<file path="config.mk">
export PLATFORM = sky130hd
export DESIGN_NAME = rbf_front
export DESIGN_NICKNAME = d
export VERILOG_FILES = /design/src/rtl/core/raster_binary_float_op_defines.svh /design/src/rtl/core/rbf_pkg.sv /design/src/rtl/core/rbf_front.sv
export SDC_FILE = /design/constraint.sdc
export NUM_CORES = 1
export LEC_CHECK = 0
export ABC_AREA = 1
export BUFFER_PORTS_ARGS = -buffer_cell sky130_fd_sc_hd__buf_2
export CORE_ASPECT_RATIO = 0.6
export CORE_MARGIN = 2
export CORE_UTILIZATION = 45
export DETAILED_ROUTE_END_ITERATION = 8
export GPL_ROUTABILITY_DRIVEN = 0
export PLACE_DENSITY = 0.76
export SYNTH_ARGS = -nofsm -noshare
export SYNTH_HDL_FRONTEND = slang
export SYNTH_SLANG_ARGS = --single-unit
</file>
<file path="constraint.sdc">
create_clock -name clk -period 6.7 [get_ports clk]
set_input_delay 1.005 -clock clk [delete_from_list [all_inputs] [get_ports clk]]
set_output_delay 1.005 -clock clk [all_outputs]
set_load 0.05 [all_outputs]
</file>
<file path="src/rtl/core/raster_binary_float_op_defines.svh">
// Assertion macros shared by the raster float operator RTL.
// No dependencies; included by the top level.
`ifndef RASTER_BINARY_FLOAT_OP_DEFINES_SVH
`define RASTER_BINARY_FLOAT_OP_DEFINES_SVH
// Implication checked on every rising clock edge outside reset.
`define RBF_ASSERT_IMPL(lbl, clk, rst_n, ante, cons) \
  lbl: assert property (@(posedge clk) disable iff (!rst_n) (ante) |-> (cons)) \
    else $error("assertion failed");
// Next-cycle implication checked outside reset.
`define RBF_ASSERT_NEXT(lbl, clk, rst_n, ante, cons) \
  lbl: assert property (@(posedge clk) disable iff (!rst_n) (ante) |=> (cons)) \
    else $error("assertion failed");
`endif

</file>
<file path="src/rtl/core/rbf_pkg.sv">
// Package for the raster float operator: payload types, opcodes, constants.
// No dependencies.
package rbf_pkg;

  typedef enum logic [1:0] {
    OP_ADD = 2'd0,
    OP_SUB = 2'd1,
    OP_MUL = 2'd2,
    OP_DIV = 2'd3
  } rbf_op_t;

  localparam logic [0:0] REG_NODATA_ENABLE = 1'b0;
  localparam logic [0:0] REG_NODATA_BITS   = 1'b1;
  localparam int CFG_IDX_W = 1;

  localparam logic [31:0] FALLBACK_BITS  = 32'hC61C3C00;
  localparam logic [31:0] NODATA_RESET   = 32'hC61C3C00;
  localparam logic [31:0] CANON_NAN      = 32'h7FC00000;
  localparam int          QUEUE_DEPTH    = 2;
  localparam int          DIV_STAGES     = 8;

  typedef struct packed {
    logic [1:0]  opcode;
    logic [31:0] a_bits;
    logic [31:0] b_bits;
    logic        b_valid;
  } rbf_in_t;

  typedef struct packed {
    logic [31:0] result_bits;
    logic        fallback;
  } rbf_out_t;

  // Classified item passed from front to back.
  typedef struct packed {
    logic [1:0]  opcode;
    logic [31:0] a_bits;
    logic [31:0] b_bits;
    logic        bypass;
    logic [31:0] bypass_bits;
  } rbf_job_t;

  function automatic logic f32_is_nan(input logic [31:0] x);
    return (x[30:23] == 8'hFF) && (x[22:0] != 23'd0);
  endfunction

  function automatic logic f32_eq(input logic [31:0] x, input logic [31:0] y);
    if (f32_is_nan(x) || f32_is_nan(y)) return 1'b0;
    if ((x[30:0] == 31'd0) && (y[30:0] == 31'd0)) return 1'b1;
    return x == y;
  endfunction

endpackage

</file>
<file path="src/rtl/core/rbf_front.sv">
// Front part: resolves the B substitute and the NoData / small divisor cases.
// Depends on rbf_pkg.
module rbf_front import rbf_pkg::*; (
  input  logic        clk,
  input  logic        rst_n,
  input  logic        in_valid,
  output logic        in_ready,
  input  rbf_in_t     in_data,
  input  logic        nd_en,
  input  logic [31:0] nd_bits,
  output logic        job_valid,
  input  logic        job_ready,
  output rbf_job_t    job
);
  logic        job_valid_r;
  rbf_job_t    job_r;
  logic [31:0] b_eff;
  logic        nd_hit, small_div;
  rbf_job_t    job_nxt;

  always_comb begin
    b_eff = in_data.b_valid ? in_data.b_bits : (nd_en ? nd_bits : 32'd0);
    nd_hit = nd_en && (f32_eq(in_data.a_bits, nd_bits) || f32_eq(b_eff, nd_bits));
    // |B| <= 2^-23 means biased exponent below 104, or exactly 2^-23.
    small_div = (in_data.opcode == OP_DIV) &&
                (f32_is_nan(b_eff) || (b_eff[30:23] < 8'd104) ||
                 (b_eff[30:0] == {8'd104, 23'd0}));
    job_nxt.opcode      = in_data.opcode;
    job_nxt.a_bits      = in_data.a_bits;
    job_nxt.b_bits      = b_eff;
    job_nxt.bypass      = nd_hit || small_div;
    job_nxt.bypass_bits = nd_hit ? nd_bits : (nd_en ? nd_bits : FALLBACK_BITS);
  end

  assign in_ready  = !job_valid_r || job_ready;
  assign job_valid = job_valid_r;
  assign job       = job_r;

  always_ff @(posedge clk) begin
    if (!rst_n) begin
      job_valid_r <= 1'b0;
    end else if (in_ready) begin
      job_valid_r <= in_valid;
    end
    if (in_ready && in_valid) begin
      job_r <= job_nxt;
    end
  end
endmodule

</file>
* After elaboration in Yosys (flattened, before gate mapping)
Index checks and enable logic that the tools add are counted.
** Word-level totals
- Register bits after elaboration :: 100
- Bits of input ports :: 104
- Output and inout bits :: 101
- Word-level logic and storage cells :: 54
** Cells by class
- $lt $le $gt $ge :: 1
- Equality and inequality tests :: 7
- Mux-type cells :: 18
- Reductions and logical operators :: 22
** Operators by type and width (number)
- 32-bit two-way mux :: 4
- 31-bit logical NOT :: 3
- 23-bit nonzero test :: 3
- 32-bit equality test :: 2
- 31-bit by 30-bit equality test with 1-bit output (second input constant) :: 1
- 8-bit equality test (second input constant) :: 3
- 1-bit two-way mux :: 14
- 1-bit logical AND :: 8
- 8-bit by 7-bit less-than comparator with 1-bit output (second input constant) :: 1
- 1-bit logical OR :: 7
- 2-bit equality test (second input constant) :: 1
- 1-bit logical NOT :: 1

* Depth between registers and ports, before layout
Gate-level depths: netlist (run 1).
- Word-level depth :: 12
- Gate-level depth with buffers :: 16
- Depth with buffers taken out :: 15

* Worst setup path before layout (run 1)
Ideal clock, no wire load.
- Kind :: input -> register
- Start :: input port in_valid
- End :: register job_r (netlist bit job[0]), enable pin
- Setup time :: 589 ps
- Arrival :: 5821 ps
- Data required time :: 6111 ps
- Path slack :: 290 ps
- Cell stages on the path :: 2
- Path buffers :: 0
- Cells stage by stage :: inv_1 > a21oi_1
** On the way
- Word-level cells in the longest chain between the ends :: 1
** Ends and longest elaborated chain
- start, declared :: RTL line rbf_front.sv:6 : input logic in_valid,
- 1-bit logical AND :: RTL line rbf_front.sv:45 : if (in_ready && in_valid) begin
- end signal, assigned :: RTL line rbf_front.sv:46 : job_r <= job_nxt;
- end, declared :: RTL line rbf_front.sv:16 : rbf_job_t job_r;
Every way passes these cells.
A chain may end at the register's enable or synchronous reset.

==> results of run 1 <==
[final timing paths]
path / to / slack (ns)
worst min register to register: job_valid / 0.55
worst max register to register: job[51] / 4.68
worst max-delay path: job[32] / 3.33
worst min-delay path: job_valid / 0.55
[stage by stage]
stage	util [%]	instance area (µm²)	setup WS (ns)	total power, mW	cells
finish	59.60	6823	3.330	1.677	979
global route	59.60	6823	3.087	1.736	979
CTS	59.60	6823	3.415	1.682	979
detailed placement	56.84	6507	3.073	1.133	963
global placement	56.84	6507	3.075	1.130	963
floorplan	-	5371	0.2900	1.020	615
[power groups by stage]
| stage | registers (mW) | logic [mW] | clock network [mW] |
|---|---|---|---|
| after floorplan | 0.904 | 0.117 | 0 |
| after global placement | 0.759 | 0.370 | 0 |
| after detailed placement | 0.760 | 0.373 | 0 |
| after CTS | 0.746 | 0.374 | 0.561 |
| after global routing | 0.749 | 0.404 | 0.582 |
| final | 0.746 | 0.376 | 0.556 |
[cells by family after synthesis]
kind of cell,after synthesis
and+or+nand+nor,330
buffers and inverters,118
AOI/OAI and AO/OA,56
xor gates and xnor gates,11
DFF,100
[worst min-delay path: cells and delay by family, from the launching register on]
family          cells  cell delay, ns
flops               1            0.34
compound gates      1            0.08
simple gates        1            0.09
[layer usage]
metal	part of all wire [%]	GRT usage, %	vias to the layer above
met2	40	36.41	267
met5	0.097	0	-
met3	14	11.19	18
met1	45	36.66	2279
li1	-	-	2441
met4	0.86	4.860	2
[placed cells by master, fill, tap and decap left out, drive strengths merged, types with 4 or more instances in the layout]
master / count
a31oi: 4
buf: 207
clkbuf: 10
edfxtp: 99
inv: 100
nand2: 186
nand3: 49
nand4: 16
nor2: 47
nor3: 17
nor4: 6
o211ai: 23
o21a: 8
o21ai: 17
or2: 6
xor2: 8
[sequential cells by signal, summed over array words and instances (netlist names)]
register	cells
job	99
job_valid	1
[cells in the mapped netlist, drive strengths merged (3+ instances only)]
cell type | count | share of area [%]
a31oi | 4 | 0.47
and2 | 3 | 0.35
buf | 19 | 2.2
edfxtp | 99 | 55
inv | 99 | 6.9
nand2 | 186 | 13
nand3 | 49 | 4.6
nand4 | 16 | 1.9
nor2 | 47 | 3.3
nor3 | 17 | 1.7
nor4 | 6 | 0.70
o211ai | 23 | 3.2
o21a | 8 | 1.1
o21ai | 17 | 1.8
or2 | 6 | 0.70
xnor2 | 3 | 0.49
xor2 | 8 | 1.3
[layout make-up]
class / instances / share of cell area [%]
Timing Repair Buffer: 207 / 15.29
Clock inverter: 6 / 1.265
Multi-Input combinational cell: 397 / 27.84
Clock buffer: 10 / 3.356
Sequential cell: 100 / 43.87
Tap cell: 160 / 2.934
Inverter: 99 / 5.447
==> flow_summary.toml, run 1 <==
[status]
run_status = "finished, final reports clean"

[die]
num_io_pins = 205
chipHeight_um = 88.63
initial_utilization_pct = 46.92
floorplan.die_area_um2 = 12860
number_of_cell_rows = 30
floorplan.die.width_um = 145.0
coreArea_um2 = 11450

[route]
routed_via_density = 5.114
finalWirelength_um = 16470
vias = 5007
drt-wirelength-per-cell_um = 16.82
drt.antenna.violating_nets = 0
dr_iter_0_viols = 465
remaining_drc_errors = 0
firstDrtPassIters = 8

[clock_network]
numCtsBuffers = 9
worst_case_clock_buffer_depth = 2
clock-root-buffer = "clkbuf_16"
cts_setup_buffers = 0
numClockSinks = 100
clkSlewWorstSetupHoldPaths_ns = 0.07
clock_tree_from_tritoncts = "built"
clock_insertion_delay_worst_skew_ns = 0.34
cts_resized = 0
cts_hold_buf = 0
clock_tree.htree_level_count = 3

[setup_path]
critical_path.max_fanout = 45
startpoint_type = "primary input"
ff2ff_path_depth = 3
critPathMaxStageDelay_ns = 0.68
cpMaxStageDelayCell = "buf_2"
critPathArrivalTime_ns = 3.58
worstSetupPathType = "primary input to register"
cp.depth = 13
cp.buffers_inverters = 2
path_cells = "buf_2 -> inv_1 -> o211ai_1 -> nand2_1 -> nor2_1 -> nand2_1 -> nor2_1 -> nand3_1 -> nand2_1 -> nand2_1 -> nand2_1 -> nand2_1 -> nand2_1"
path_delay_family = "buffers and inverters"
worst_setup_ep_type = "register"
r2r_start = "job_valid"
cp_common_cell = "nand2_1"
crit_path_start = "nd_en"
required_ns = 6.91

[global_routing]
antenna_found_initial = 3
grt_use_total_pct = 25.63
grt_first_pass_wirelength_um = 24560
grt_pass1_vias = 4583
maximum_number_of_pins_on_one_net_before_global_route_repair = 62
global_route.overflow_total = 0

[synth]
synth.lib_cells_used.distinct = 31
synth-async-reset-ratio_pct = 0
yosysSeqAreaShare_pct = 55.72
synth_cells = 615
synth-adder-area-share_pct = 0
synth_xor_xnor_area_share_pct = 1.794
synth-compound-area-share_pct = 7.081
synth_enable_flop_cells = 99
ys.warnings.count = 0
postSynthNetCount = 719
syn_area_um2 = 5371
synth_simple_gate_area_share_pct = 26.28
synth_mux_area_share_pct = 0
ys.flop_type = "edfxtp_1"
synth_top_family_by_area = "simple AND/OR/NAND/NOR gates"
synth_seq_cells = 100
avgSynthCellArea_um2 = 8.734

[placed_design]
buffer_ports.inserted = 204
hpwl_um = 12880

[pwr]
netSwitchingPower_uw = 522.3
switching_share_pct = 31.14
part_of_the_power_in_the_clock_network_pct = 33.1
internal_power_mw = 1.155
seq_power_share_pct = 44.5
static-leakage-power_nw = 3.375
vdd.ir_drop.worst_v = 0.0001218
share_comb_of_total_power_pct = 22.4
power-per-cell-area_nw_per_um2 = 245.8

[timing]
slew_viol_final = 0
rsz_0062_raised_after_global_routing = "false"
fin_tns_setup_ns = 0
timing.final.crit_share_pct = 50.30
finalHoldViolations = 0
tightestPinTransition_ns = 0.9500
fin_crit_ns = 3.370
setup_viol_count_final = 0
fin_worst_hold_slack_ns = 0.5546
timing.slew.headroom_pct = 36.67
clock.fmax_mhz = 296.8
post_route_clock_skew_ns = 0.009066

[hold_path]
timing.hold.worst_path_depth = 2
hold_start = "job_valid"
min-delay-path-class = "register to register"

[job]
drv_cap = 0

[final_layout]
layout-drive-gt1-share_pct = 28.94
antenna_diode_count = 0
multi_input_combinational_cell_area_um2 = 1899
fillers = 1007
layout.nets = 918
sequential_cell_area_um2 = 2993
area_delta_synth_final_pct = 27.02
(Power assumes the default switching activity.)
==> run 2: changes to the inputs <==
==> constraint.sdc (replaced) <==
create_clock -name clk -period 2.8 [get_ports clk]
set_input_delay 0.42 -clock clk [delete_from_list [all_inputs] [get_ports clk]]
set_output_delay 0.42 -clock clk [all_outputs]
set_load 0.05 [all_outputs]
==> flow_summary.toml, run 2 (synthesis gave the netlist of run 1 again) <==
[status]
run_status = "finished, final reports clean"

[timing]
finalHoldViolations = 0
timing.slew.headroom_pct = 50.77
fin_tns_setup_ns = 0
fin_crit_ns = 1.970
post_route_clock_skew_ns = 0.004961
clock.fmax_mhz = 507.6
setup_slack_ns = 0.8300
rsz_0062_raised_after_global_routing = "false"
tightestPinTransition_ns = 0.7377
setup_viol_count_final = 0
timing.final.crit_share_pct = 70.36
slew_viol_final = 0

[global_routing]
grt_first_pass_wirelength_um = 25050
global_route.overflow_total = 0
antenna_found_initial = 4
groute.layer.met3.usage_pct = 9.330
grtUsageMet1_pct = 38.93
top_usage_layer = "met1"
grt_pass1_vias = 4677
grtUsageMet2_pct = 35.76
grt_use_total_pct = 26.05
maximum_number_of_pins_on_one_net_before_global_route_repair = 55

[pwr]
netSwitchingPower_mw = 1.251
static-leakage-power_nw = 3.410
seq_power_share_pct = 44.3
internal_power_mw = 2.777
power-per-cell-area_nw_per_um2 = 582.1
vdd.ir_drop.worst_v = 0.0002913
switching_share_pct = 31.07
share_comb_of_total_power_pct = 22.9
part_of_the_power_in_the_clock_network_pct = 32.9
design_power_mw = 4.028

[route]
routed_via_density = 5.239
vias = 5155
firstDrtPassIters = 6
finalWirelength_um = 16710
drt.antenna.violating_nets = 0
remaining_drc_errors = 0
drt-wirelength-per-cell_um = 16.98
dr_iter_0_viols = 616

[die]
chipHeight_um = 88.63
initial_utilization_pct = 46.92
coreArea_um2 = 11450
floorplan.die.width_um = 145.0
number_of_cell_rows = 30
floorplan.die_area_um2 = 12860
num_io_pins = 205

[clock_network]
worst_case_clock_buffer_depth = 2
numClockSinks = 100
clock_tree_from_tritoncts = "built"
cts_hold_buf = 0
clock_insertion_delay_worst_skew_ns = 0.35
clock-root-buffer = "clkbuf_16"
clkSlewWorstSetupHoldPaths_ns = 0.07
numCtsBuffers = 9
cts_setup_buffers = 0
clock_tree.htree_level_count = 3
cts_resized = 0

[final_layout]
layout-drive-gt1-share_pct = 29.40
layout.cells.most_common = "buf_2"
postLayoutCoreUtil_pct = 60.45
layout.nets = 922
fillers = 1020
area_delta_synth_final_pct = 28.84
most_frequent_cells_in_the_layout = "buf_2 (204), nand2_1 (184), edfxtp_1 (99)"
largest_register_ff_count = 99
final_cell_area_um2 = 6920

[setup_path]
worstSetupPathType = "primary input to register"
cp_common_cell = "nand2_1"
timing.reg2reg.setup_slack_ns = 1.29
critPathMaxStageDelay_ns = 0.29
ff2ff_path_depth = 2
cpMaxStageDelayCell = "buf_4"
path_cells = "buf_2 -> buf_4 -> nand2_1 -> o21ai_0 -> inv_1 -> nand2_1 -> nor2_1 -> nand2_1 -> nor2_1 -> nand3_1 -> nand2_1 -> nand2_1 -> nand2_1 -> nand2_1 -> nand2_1"
cp.buffers_inverters = 3
path_delay_family = "simple AND/OR/NAND/NOR gates"
critical_path.max_fanout = 16
required_ns = 2.91
worst_setup_ep_type = "register"
r2r_start = "job_valid"
rr_endpoint = "job[86]"
critPathArrivalTime_ns = 2.08
startpoint_type = "primary input"

[placed_design]
hpwl_um = 13150
dp_worst_setup_slack_ns = 0.5189
dpl-instance-area_um2 = 6600
buffer_ports.inserted = 204

[hold_path]
timing.hold.worst_path_depth = 1
hold_path_end = "job[98]"
hold_start = "in_data[66]"
min-delay-path-class = "primary input to register"

[job]
drv_cap = 0
-- run 2: cell count changes in the layout (fill, tap and decap cells not counted), sizes merged --
cell,previous run,this run
clkinvlp,0,2
inv,100,99
diode,0,1
clkinv,3,2
buf,207,211
-- run 2: worst max path at each step --
stage                          from       to  slack [ns]  cells after the start
after floorplan           job_valid   job[0]        0.14                      1
after global placement        nd_en  job[32]        0.57                     15
after detailed placement      nd_en  job[32]        0.52                     15
after CTS                     nd_en  job[32]        0.88                     15
after global routing          nd_en  job[32]        0.52                     13
final                         nd_en  job[32]        0.83                     15
-- run 2: per-stage QoR --
step | instances | hold slack (ns)
after CTS | 983 | 0.2532
after global placement | 967 | 0.5427
after global routing | 983 | 0.2574
after floorplan | 615 | 0.5189
after detailed placement | 967 | 0.5417
final | 984 | 0.2609
-- run 2: power by group through the flow --
| stage | combinational [mW] | clock [mW] | sequential (mW) |
|---|---|---|---|
| after global placement | 0.904 | 0 | 1.82 |
| after floorplan | 0.281 | 0 | 2.15 |
| after global routing | 0.984 | 1.39 | 1.79 |
| final | 0.921 | 1.32 | 1.78 |
| after CTS | 0.915 | 1.34 | 1.78 |
| after detailed placement | 0.912 | 0 | 1.82 |
-- run 2: area by class of cell --
| class | count | area [µm²] | area share (%) |
|---|---|---|---|
| Antenna cell | 1 | 2.502 | 0.03616 |
| Timing Repair Buffer | 211 | 1136 | 16.42 |
| Clock buffer | 10 | 229.0 | 3.309 |
| Clock inverter | 6 | 88.84 | 1.284 |
| Inverter | 99 | 371.6 | 5.370 |
| Tap cell | 160 | 200.2 | 2.893 |
| Multi-Input combinational cell | 397 | 1899 | 27.45 |
| Sequential cell | 100 | 2993 | 43.25 |
-- run 2: routing by layer --
metal,routed length [µm],up-vias,part of all wire (%)
li1,-,2464,-
met1,7451,2344,45
met2,6735,309,40
met3,2241,32,13
met4,244,6,1.5
met5,34,-,0.20
