===== src/rtl/core/raster_binary_float_op_defines.svh =====
// Assertion macros shared by the raster float operator RTL.
// No dependencies; included by the top level.
`ifndef RASTER_BINARY_FLOAT_OP_DEFINES_SVH
`define RASTER_BINARY_FLOAT_OP_DEFINES_SVH
// Implication checked on every rising clock edge outside reset.
`define RBF_ASSERT_IMPL(lbl, clk, rst_n, ante, cons) \
  lbl: assert property (@(posedge clk) disable iff (!rst_n) (ante) |-> (cons)) \
    else $error("assertion failed");
// Next-cycle implication checked outside reset.
`define RBF_ASSERT_NEXT(lbl, clk, rst_n, ante, cons) \
  lbl: assert property (@(posedge clk) disable iff (!rst_n) (ante) |=> (cons)) \
    else $error("assertion failed");
`endif


===== src/rtl/core/rbf_pkg.sv =====
// Package for the raster float operator: payload types, opcodes, constants.
// No dependencies.
package rbf_pkg;

  typedef enum logic [1:0] {
    OP_ADD = 2'd0,
    OP_SUB = 2'd1,
    OP_MUL = 2'd2,
    OP_DIV = 2'd3
  } rbf_op_t;

  localparam logic [0:0] REG_NODATA_ENABLE = 1'b0;
  localparam logic [0:0] REG_NODATA_BITS   = 1'b1;
  localparam int CFG_IDX_W = 1;

  localparam logic [31:0] FALLBACK_BITS  = 32'hC61C3C00;
  localparam logic [31:0] NODATA_RESET   = 32'hC61C3C00;
  localparam logic [31:0] CANON_NAN      = 32'h7FC00000;
  localparam int          QUEUE_DEPTH    = 2;
  localparam int          DIV_STAGES     = 8;

  typedef struct packed {
    logic [1:0]  opcode;
    logic [31:0] a_bits;
    logic [31:0] b_bits;
    logic        b_valid;
  } rbf_in_t;

  typedef struct packed {
    logic [31:0] result_bits;
    logic        fallback;
  } rbf_out_t;

  // Classified item passed from front to back.
  typedef struct packed {
    logic [1:0]  opcode;
    logic [31:0] a_bits;
    logic [31:0] b_bits;
    logic        bypass;
    logic [31:0] bypass_bits;
  } rbf_job_t;

  function automatic logic f32_is_nan(input logic [31:0] x);
    return (x[30:23] == 8'hFF) && (x[22:0] != 23'd0);
  endfunction

  function automatic logic f32_eq(input logic [31:0] x, input logic [31:0] y);
    if (f32_is_nan(x) || f32_is_nan(y)) return 1'b0;
    if ((x[30:0] == 31'd0) && (y[30:0] == 31'd0)) return 1'b1;
    return x == y;
  endfunction

endpackage


===== src/rtl/core/rbf_queue.sv =====
// Short FIFO between the front and back parts.
// Depends on rbf_pkg.
module rbf_queue import rbf_pkg::*; #(
  parameter int DEPTH = QUEUE_DEPTH
) (
  input  logic     clk,
  input  logic     rst_n,
  input  logic     wr_valid,
  output logic     wr_ready,
  input  rbf_job_t wr_data,
  output logic     rd_valid,
  input  logic     rd_ready,
  output rbf_job_t rd_data
);
  localparam int AW = (DEPTH > 1) ? $clog2(DEPTH) : 1;
  rbf_job_t mem_r [DEPTH];
  logic [AW-1:0] wp_r, rp_r;
  logic [AW:0]   cnt_r;
  logic wr_en, rd_en;

  assign wr_ready = cnt_r != (AW+1)'(DEPTH);
  assign rd_valid = cnt_r != '0;
  assign rd_data  = mem_r[rp_r];
  assign wr_en    = wr_valid && wr_ready;
  assign rd_en    = rd_valid && rd_ready;

  always_ff @(posedge clk) begin
    if (!rst_n) begin
      wp_r  <= '0;
      rp_r  <= '0;
      cnt_r <= '0;
    end else begin
      if (wr_en) wp_r <= (wp_r == AW'(DEPTH-1)) ? '0 : wp_r + 1'b1;
      if (rd_en) rp_r <= (rp_r == AW'(DEPTH-1)) ? '0 : rp_r + 1'b1;
      cnt_r <= cnt_r + (AW+1)'(wr_en) - (AW+1)'(rd_en);
    end
    if (wr_en) mem_r[wp_r] <= wr_data;
  end
endmodule


===== config.mk =====
export PLATFORM = sky130hd
export DESIGN_NAME = rbf_queue
export DESIGN_NICKNAME = d
export VERILOG_FILES = /design/src/rtl/core/raster_binary_float_op_defines.svh /design/src/rtl/core/rbf_pkg.sv /design/src/rtl/core/rbf_queue.sv
export SDC_FILE = /design/constraint.sdc
export NUM_CORES = 1
export LEC_CHECK = 0
export BUFFER_PORTS_ARGS = -buffer_cell sky130_fd_sc_hd__buf_2
export CORE_ASPECT_RATIO = 0.8
export CORE_UTILIZATION = 50
export CTS_BUF_LIST = sky130_fd_sc_hd__clkbuf_2 sky130_fd_sc_hd__clkbuf_4 sky130_fd_sc_hd__clkbuf_8
export DETAILED_ROUTE_END_ITERATION = 10
export HOLD_SLACK_MARGIN = 0.15
export PLACE_DENSITY = 0.77
export SLEW_MARGIN = 25
export SYNTH_ARGS = -nofsm -noshare
export SYNTH_HDL_FRONTEND = slang
export SYNTH_SLANG_ARGS = --single-unit

===== constraint.sdc =====
create_clock -name clk -period 5.7 [get_ports clk]
set_clock_uncertainty 0.15 [all_clocks]
set_input_delay 0.57 -clock clk [delete_from_list [all_inputs] [get_ports clk]]
set_output_delay 0.57 -clock clk [all_outputs]
set_load 0.02 [all_outputs]

After elaboration in Yosys (flattened, before gate mapping)
Memory sizes are Yosys's and may differ from the RTL's. A register that Yosys moved wholly into a read port is not among the register bits.
Index checks and enable logic that the tools add are counted.
Storage, ports and cells
  bits in registers: 4
  RAM bits: 198
  input bits: 103
  logic and storage cells: 18
  memories: 1
Operators by class
  $add $sub $neg: 4
  equality and inequality tests: 1
  muxes and demuxes: 6
  reduce and logical (&&, ||, !) cells: 3
Memory list
  mem_r: depth 2, width 99, read ports 1, clocked after Yosys merged registers in 1, write ports 1, line rbf_queue.sv:16  | rbf_job_t mem_r [DEPTH];
Operators by type and width (number)
  2-to-1 mux 1 bit: 6
  adder 1 bit, second input constant: 2
  adder 2 x 1 -> 2 bit: 1
  logical AND 1 bit: 2
  inequality test 2 bit, second input constant: 1
  nonzero test 2 bit: 1
  subtractor 2 x 1 -> 2 bit: 1

Logic depth before layout (Yosys ltp)
Gate-level depths: netlist of run 1.
  depth in word-level cells: 4
  depth in mapped cells: 6

Least setup slack after synthesis of run 1
No wires, ideal clock.
  path kind: register to register
  from: register cnt_r[0]
  to: memory mem_r[1][0] in the netlist's numbering, enable pin
  library setup time: 0.470 ns
  arrival: 3.086 ns
  data required time: 5.080 ns
  path slack: 1.994 ns
  cell stages (with the launch flop): 3
  buffers on the path: 0
  period minus slack after synthesis: 3.706 ns
  cells stage by stage: dfxtp_1 nand2b_1 and3_1
Between the ends
  word-level cells in the longest chain between the ends: 4
RTL lines
  start, declared: line rbf_queue.sv:18  | logic [AW:0] cnt_r;
  start signal, assigned: line rbf_queue.sv:35  | cnt_r <= cnt_r + (AW+1)'(wr_en) - (AW+1)'(rd_en);
  inequality test 2 bit: line rbf_queue.sv:21  | assign wr_ready = cnt_r != (AW+1)'(DEPTH);
  named net wr_ready: line rbf_queue.sv:9  | output logic wr_ready,
  logical AND 1 bit: line rbf_queue.sv:24  | assign wr_en = wr_valid && wr_ready;
  2-to-1 mux 1 bit: line rbf_queue.sv:37  | if (wr_en) mem_r[wp_r] <= wr_data;
  2-to-1 mux 1 bit (implied by the code): line rbf_queue.sv:37
  end, declared: line rbf_queue.sv:16
The timed path passes the listed nets, and every way through them passes these cells.

==> run_results.csv, run 1 <==
group,metric,value,unit
pwr,p_leak,3.89,nW
detailed_routing,drt_wl_total,15000,um
worst_setup_path,max_stage_delay,0.77,ns
sta,setup_viol,0,
cells_and_area,drive_gt1_frac,0.516,
place,dpl.hpwl,8430,um
cells_and_area,fillers,929,
detailed_routing,ant_nets,0,
global_route,grt_util_all_layers,0.199,
sta,max_freq,300,MHz
logic_synthesis,synth_cell_types,24,
detailed_routing,vias,4309,
clock_tree,cts_buffers,31,
worst_setup_path,cp_cell_sequence,"buf_4 -> mux2_2 -> buf_2",
detailed_routing,dr.pass1.iters,7,
logic_synthesis,ys_async_sr_fraction,0,
worst_hold_path,hold_path.class,"input port to flop",
cells_and_area,final_common_cell,"buf_2",
global_route,grt-ovfl-total,0,
cells_and_area,final_cell_mix,"203 x buf_2, 198 x edfxtp_1, 100 x dlygate4sd3_1",
outcome,outcome,"finished with violations",
die,die_x,138,um
logic_synthesis,netlist_instances,337,
pwr,power_density,383,nW/um^2
cells_and_area,antenna_cells_inserted,0,
detailed_routing,drt_iter0_drc,203,
clock_tree,htree_levels,1,
die,start_util,0.516,
worst_setup_path,end_kind,"primary output",
sta,fin_crit,3.34,ns
cells_and_area,layout.area.seq,6050,sq um
worst_setup_path,path_class,"flop to primary output",
cells_and_area,area_growth,37.1,%
cells_and_area,nNetsFinal,769,
sta,hold_viol,0,
global_route,antenna_found_initial,0,
worst_setup_path,path_max_fanout,51,
logic_synthesis,synth_nets,441,
clock_tree,clk_pin_slew,0.06,ns
sta,finalMaxSlewViolations,0,
clock_tree,clk_path_buf_depth,3,
clock_tree,cts_sinks,203,
worst_setup_path,cpMaxStageDelayCell,"dfxtp_4",
worst_setup_path,critPathArrivalTime,2.62,ns
clock_tree,insertion_delay,0.53,ns
place,io_buffers,203,
logic_synthesis,ys_seq_area_frac,0.813,
outcome,failed_checks,"DRC",
logic_synthesis,ys_ff_latch,203,
worst_setup_path,worstPathRequired,4.98,ns
place,gp_congestion,0.721,
sta,setup_tns,0,ns
sta,timing.final.crit_share,0.586,
sta,max-slew-margin-rel,0.506,
worst_setup_path,critPathBufInv,2,
sta,tightestPinTransition,0.741,ns
die,die_area,15400,sq um
job,max_cap_violations,0,
logic_synthesis,yosysWarnings,0,
detailed_routing,post_drt_wl_per_cell,17.2,um
worst_setup_path,path_delay_family,"buffers and inverters",
die,row_count,39,
global_route,grt_pass1_wl,23800,um
die,die_h,111,um
logic_synthesis,synth_flop_cell,"edfxtp_1",
clock_tree,cts_tree,"done",
die,io_pins,204,
die,core-area,14400,sq um
clock_tree,cts_resized,0,
logic_synthesis,synth-edff-count,198,
pwr,power,0.00390,W
worst_setup_path,cp-start-kind,"flop",
detailed_routing,route.detailed.drc,30,
pwr,vdd_drop_max,0.000265,V
global_route,grt_max_degree,52,
cells_and_area,multi_input_area,1320,sq um
detailed_routing,vias_per_cell,4.94,
clock_tree,cts_root_buffer,"clkbuf_8",
logic_synthesis,syn-cell-area,7430,sq um
sta,rsz0062_at_grt,"no",
logic_synthesis,syn_avg_cell_area,22.1,sq um
global_route,grt_pass1_vias,4789,
-- synthesized netlist by cell type (all sizes together), types with 2 or more instances --
cell / n / area share
a21bo: 2 / 0.0027
buf: 11 / 0.0099
and2: 3 / 0.0025
o21ai: 2 / 0.0013
mux2: 99 / 0.15
edfxtp: 198 / 0.80
nand2b: 2 / 0.0017
nor2: 2 / 0.0010
dfxtp: 5 / 0.013
-- power breakdown --
group	internal [W]	total, W	switching [W]	leakage [nW]
registers	0.00182	0.00190	0.0000782	1.89
clock network	0.000551	0.00107	0.000518	0.297
logic	0.000412	0.000936	0.000523	1.70
-- cell type report --
type | instances | area share
clock buffer | 38 | 0.0470
clock inverter | 18 | 0.00736
inverter | 1 | 0.000614
multi-input combinational | 122 | 0.129
sequential | 203 | 0.593
tap | 184 | 0.0226
timing repair buffer | 306 | 0.200
-- stage by stage --
stage,std cells,instance area (sq um),setup WS (ns),hold slack [ns],util
after global routing,872,10200,2.20,0.304,0.708
final,872,10200,2.36,0.308,0.708
after CTS,872,10200,2.27,0.262,0.708
after detailed placement,716,8640,2.86,0.449,0.600
after global placement,716,8640,2.88,0.421,0.600
after floorplan,337,7430,1.99,0.379,-
-- tightest hold or removal path: cells and delay by family --
family / cells / cell delay [ns]
AOI/OAI and AO/OA: 2 / 0.20
buffers and inverters: 1 / 0.17
-- final timing paths --
path / from / depth (start not counted) / to / slack (ns)
worst min register to register: wp_r$_SDFFE_PN0P_ / 2 / wp_r$_SDFFE_PN0P_ / 0.45
worst min-delay path: wr_valid / 3 / wp_r$_SDFFE_PN0P_ / 0.31
worst max register to register: cnt_r[0]$_SDFF_PN0_ / 4 / mem_r[0][95]$_DFFE_PP_ / 3.07
worst max-delay path: flop / 3 / rd_data[10] / 2.36
-- sequential cells by signal, summed over array words and instances, names as in the netlist, named ones only --
register  flops
cnt_r         2
mem_r       198
rp_r          1
wp_r          1
-- routing by layer --
metal | GRT usage | vias to the layer above | wire [um]
li1 | - | 1999 | -
met1 | 0.226 | 2094 | 5890
met2 | 0.359 | 180 | 7530
met3 | 0.0579 | 36 | 1160
met4 | 0.0697 | 0 | 420
met5 | 0 | - | 0
-- logic make-up (layout without fill, tap and decap cells) --
| group | count (synthesis) | count (layout) | share of synthesized area |
|---|---|---|---|
| compound gates | 7 | 7 | 0.00724 |
| xor+xnor | 1 | 1 | 0.00118 |
| fa+ha+maj | 1 | 1 | 0.00168 |
| buf+inv | 12 | 363 | 0.0104 |
| flops | 203 | 203 | 0.813 |
| mux | 100 | 100 | 0.156 |
| simple gates | 13 | 13 | 0.00993 |
-- what timing repair did --
item | in CTS | in global routing
endpoints found under the setup margin | 0 | 0
setup buffers | 0 | 0
hold buffers | 100 | 0
hold endpoints to repair | 200 | 0
No activity file was read; power rests on OpenSTA's default activity.
==> inputs of run 2 (changes only) <==
==> constraint.sdc (replaced) <==
create_clock -name clk -period 3.5 [get_ports clk]
set_clock_uncertainty 0.15 [all_clocks]
set_input_delay 0.35 -clock clk [delete_from_list [all_inputs] [get_ports clk]]
set_output_delay 0.35 -clock clk [all_outputs]
set_load 0.02 [all_outputs]
==> run_results.csv, run 2 (synthesized netlist as in run 1, its figures left out) <==
group,metric,value,unit
worst_hold_path,hold-path-cell-count,2,
die,start_util,0.516,
global_route,grt-ovfl-total,0,
sta,rsz0062_at_grt,"no",
sta,fin_crit,2.82,ns
detailed_routing,ant_nets,0,
job,max_cap_violations,0,
detailed_routing,route.detailed.drc,30,
worst_setup_path,end_kind,"primary output",
die,die_x,138,um
cells_and_area,antenna_cells_inserted,0,
detailed_routing,vias,4300,
place,io_buffers,203,
place,dpl.hpwl,8840,um
pwr,vdd_drop_max,0.000610,V
global_route,grt_max_degree,51,
clock_tree,cts_resized,0,
clock_tree,insertion_delay,0.53,ns
cells_and_area,top_register,"mem_r",
detailed_routing,vias_per_cell,4.89,
cells_and_area,drive_gt1_frac,0.519,
detailed_routing,drt_iter0_drc,261,
clock_tree,cts_sinks,203,
cells_and_area,multi_input_area,1320,sq um
detailed_routing,dr.pass1.iters,7,
clock_tree,post_cts_buffers,0,
cells_and_area,layout.area.seq,6050,sq um
die,die_area,15400,sq um
global_route,antenna_found_initial,0,
sta,fin_hold_ws,0.387,ns
worst_setup_path,path_class,"flop to primary output",
worst_setup_path,worstPathRequired,3.00,ns
cells_and_area,reg.largest.list,"mem_r (198), cnt_r (2)",
die,core-area,14400,sq um
sta,max_freq,354,MHz
sta,finalMaxSlewViolations,0,
clock_tree,clk_path_buf_depth,3,
outcome,failed_checks,"DRC",
sta,setup_viol,0,
clock_tree,clk_pin_slew,0.07,ns
worst_setup_path,path_max_fanout,45,
cells_and_area,area_growth,39.1,%
outcome,outcome,"finished with violations",
sta,hold_viol,0,
global_route,grt_util_all_layers,0.204,
cells_and_area,stdcell_count,879,
place,placed_cells,721,
detailed_routing,post_drt_wl_per_cell,17.5,um
pwr,p_leak,3.95,nW
worst_setup_path,cp-start-kind,"flop",
die,io_pins,204,
global_route,grt_pass1_vias,4843,
clock_tree,htree_levels,1,
sta,setup_tns,0,ns
clock_tree,cts_tree,"done",
cells_and_area,largest_reg_flops,198,
cells_and_area,fillers,869,
cells_and_area,final_util,0.718,
die,die_h,111,um
worst_setup_path,critPathArrivalTime,2.32,ns
clock_tree,cts_root_buffer,"clkbuf_8",
die,row_count,39,
clock_tree,hold_buffers,103,
sta,max-slew-margin-rel,0.544,
pwr,power_density,634,nW/um^2
cells_and_area,final_cell_mix,"203 x buf_2, 198 x edfxtp_1, 103 x dlygate4sd3_1",
worst_hold_path,hold_path.class,"input port to flop",
pwr,power,0.00655,W
clock_tree,cts_buffers,31,
sta,timing.final.crit_share,0.806,
detailed_routing,drt_wl_total,15400,um
sta,tightestPinTransition,0.684,ns
worst_setup_path,r2r_cells,4,
global_route,grt_pass1_wl,24400,um
place,gp_congestion,0.782,
cells_and_area,nNetsFinal,777,
cells_and_area,final_common_cell,"buf_2",
## run 2: critical path, cell delays in order (launching register included)
cell and delay, ns:
dfxtp_4 0.79, buf_4 0.41, mux2_2 0.38, buf_2 0.17
## run 2: power by group
part	switching, W	leakage, nW	internal, W	total [W]
Combinational	0.000872	1.75	0.000702	0.00157
Clock	0.000846	0.311	0.00105	0.00189
Sequential	0.000131	1.89	0.00296	0.00309
Total	0.00185	3.95	0.00471	0.00655
## run 2: metrics by stage
stage                     setup slack (ns)  instance area [sq um]
final                                0.679                  10300
after global routing                 0.553                  10300
after CTS                            0.648                  10300
after detailed placement              1.24                   8700
after global placement                1.30                   8700
after floorplan                      0.149                   7440
## run 2: per-layer routing
metal	up-vias	global-route usage	wire length, um
met5	-	0	0
met4	0	0.0532	198
li1	2008	-	-
met1	2101	0.247	6120
met2	172	0.365	8050
met3	19	0.0523	1050
## run 2: final cells by class
type                    instances  area share
clock inverters                17      0.0123
repair buffers                314       0.206
inverters                       1    0.000605
flip-flops and latches        203       0.585
well taps                     184      0.0223
multi-input cells             122       0.127
clock buffers                  38      0.0463
## run 2: path summary, 6_finish.rpt
kind | slack, ns | endpoint | from
max | 0.68 | rd_data[68] | flop
min | 0.39 | mem_r[1][50]$_DFFE_PP_ | wr_data[50]
max reg2reg | 1.39 | mem_r[0][84]$_DFFE_PP_ | cnt_r[0]$_SDFF_PN0_
min reg2reg | 0.44 | flop | rp_r$_SDFFE_PN0P_
==> inputs of run 3 (changes only) <==
==> constraint.sdc (replaced) <==
create_clock -name clk -period 2.6 [get_ports clk]
set_clock_uncertainty 0.15 [all_clocks]
set_input_delay 0.26 -clock clk [delete_from_list [all_inputs] [get_ports clk]]
set_output_delay 0.26 -clock clk [all_outputs]
set_load 0.02 [all_outputs]
==> run_results.csv, run 3 (synthesized netlist as in run 1, its figures left out) <==
group,metric,value,unit
cells_and_area,postLayoutCellArea,10300,sq um
pwr,vdd_drop_max,0.000576,V
clock_tree,clk_path_buf_depth,3,
cells_and_area,area_growth,38.9,%
sta,max_freq,418,MHz
worst_setup_path,reg2reg_from,"cnt_r[0]$_SDFF_PN0_",
outcome,failed_checks,"DRC",
sta,rsz0062_at_grt,"no",
clock_tree,insertion_delay,0.53,ns
global_route,antenna_found_initial,0,
cells_and_area,stdcell_count,871,
worst_setup_path,cp_cell_sequence,"buf_12 -> mux2_2 -> buf_2",
global_route,grt_max_degree,59,
sta,fin_crit,2.39,ns
die,start_util,0.516,
sta,tightestPinTransition,0.541,ns
die,die_x,138,um
place,place_area,8740,sq um
place,placed_cells,719,
clock_tree,cts_tree,"done",
worst_setup_path,path_delay_family,"flip-flops",
sta,timing.final.crit_share,0.921,
detailed_routing,route.detailed.drc,30,
worst_setup_path,cpMaxStageDelayCell,"dfxtp_4",
cells_and_area,final_common_cell,"buf_2",
cells_and_area,largest_reg_flops,198,
clock_tree,htree_levels,1,
place,gp_congestion,0.713,
place,io_buffers,203,
detailed_routing,ant_nets,0,
place,post-place-ws,0.615,ns
die,die_h,111,um
worst_setup_path,max_stage_delay,0.57,ns
cells_and_area,top_register,"mem_r",
sta,setup_ws,0.207,ns
die,io_pins,204,
clock_tree,cts_root_buffer,"clkbuf_8",
detailed_routing,vias,4298,
cells_and_area,reg.largest.list,"mem_r (198), cnt_r (2)",
worst_setup_path,path_max_fanout,41,
cells_and_area,drive_gt1_frac,0.524,
worst_hold_path,hp-start,"wr_data[62]",
detailed_routing,drt_wl_total,15000,um
pwr,power_density,841,nW/um^2
pwr,power,0.00869,W
worst_hold_path,hold-path-cell-count,2,
cells_and_area,final_cell_mix,"203 x buf_2, 198 x edfxtp_1, 103 x dlygate4sd3_1",
cells_and_area,nNetsFinal,775,
detailed_routing,post_drt_wl_per_cell,17.2,um
clock_tree,cts_resized,0,
worst_hold_path,holdPathEnd,"mem_r[0][62]$_DFFE_PP_",
sta,finalMaxSlewViolations,0,
global_route,grt_util_all_layers,0.197,
worst_setup_path,rrSetupSlack,0.58,ns
worst_setup_path,end_kind,"primary output",
die,die_area,15400,sq um
global_route,grt_pass1_wl,23500,um
worst_setup_path,cp-start-kind,"flop",
outcome,outcome,"finished with violations",
worst_setup_path,r2r_end,"mem_r[0][92]$_DFFE_PP_",
clock_tree,clk_pin_slew,0.06,ns
clock_tree,cts_buffers,31,
global_route,grt_pass1_vias,4635,
job,max_cap_violations,0,
detailed_routing,vias_per_cell,4.93,
detailed_routing,dr.pass1.iters,7,
worst_setup_path,r2r_cells,4,
clock_tree,cts_sinks,203,
global_route,grt-ovfl-total,0,
worst_setup_path,critPathArrivalTime,1.98,ns
sta,setup_viol,0,
detailed_routing,drt_iter0_drc,277,
pwr,p_leak,3.93,nW
clock_tree,post_cts_buffers,0,
place,dpl.hpwl,8690,um
sta,max-slew-margin-rel,0.639,
cells_and_area,antenna_cells_inserted,0,
worst_hold_path,hold_path.class,"input port to flop",
worst_setup_path,path_class,"flop to primary output",
die,core-area,14400,sq um
worst_setup_path,critPathBufInv,2,
worst_setup_path,worstPathRequired,2.19,ns
sta,setup_tns,0,ns
die,row_count,39,
sta,hold_viol,0,
[run 3: layout make-up]
| cell class | count | area [sq um] |
|---|---|---|
| Tap cell | 184 | 230 |
| Clock buffer | 39 | 487 |
| Inverter | 1 | 7.51 |
| Clock inverter | 10 | 70.1 |
| Timing Repair Buffer | 312 | 2150 |
| Sequential cell | 203 | 6050 |
| Fill cell | 890 | 4070 |
| Multi-Input combinational cell | 122 | 1320 |
[run 3: how the worst max path moves through the flow]
| stage | startpoint | endpoint | cells past startpoint |
|---|---|---|---|
| finish | flop | rd_data[2] | 3 |
| global route | flop | rd_data[2] | 3 |
| CTS | flop | rd_data[22] | 3 |
| detailed placement | cnt_r[0]$_SDFF_PN0_ | mem_r[0][92]$_DFFE_PP_ | 4 |
| global placement | cnt_r[0]$_SDFF_PN0_ | mem_r[0][29]$_DFFE_PP_ | 4 |
| floorplan | cnt_r[0]$_SDFF_PN0_ | mem_r[0][0]$_DFFE_PP_ | 3 |
[run 3: per-layer routing]
metal  part of all wire  global-route usage  vias to the layer above
met5                  0                   0                        -
met4              0.021              0.0584                        0
met3              0.076              0.0562                       34
met2               0.50               0.351                      193
met1               0.40               0.232                     2069
li1                   -                   -                     2002
[run 3: repair_timing]
action                     in CTS  in global routing
hold endpoints to repair      203                  0
setup endpoints to repair       0                  0
hold buffers                  103                  0
[run 3: stage by stage]
| step | util | hold slack, ns |
|---|---|---|
| after CTS | 0.717 | 0.258 |
| after global placement | 0.607 | 0.297 |
| final | 0.717 | 0.296 |
| after detailed placement | 0.607 | 0.302 |
| after global routing | 0.717 | 0.271 |
| after floorplan | - | 0.209 |
[run 3: power by group]
group	switching [W]	internal, W	total (W)	leakage [nW]
Clock	0.00109	0.00131	0.00240	0.291
Combinational	0.00120	0.000968	0.00217	1.74
Sequential	0.000134	0.00398	0.00412	1.90
Total	0.00243	0.00626	0.00869	3.93
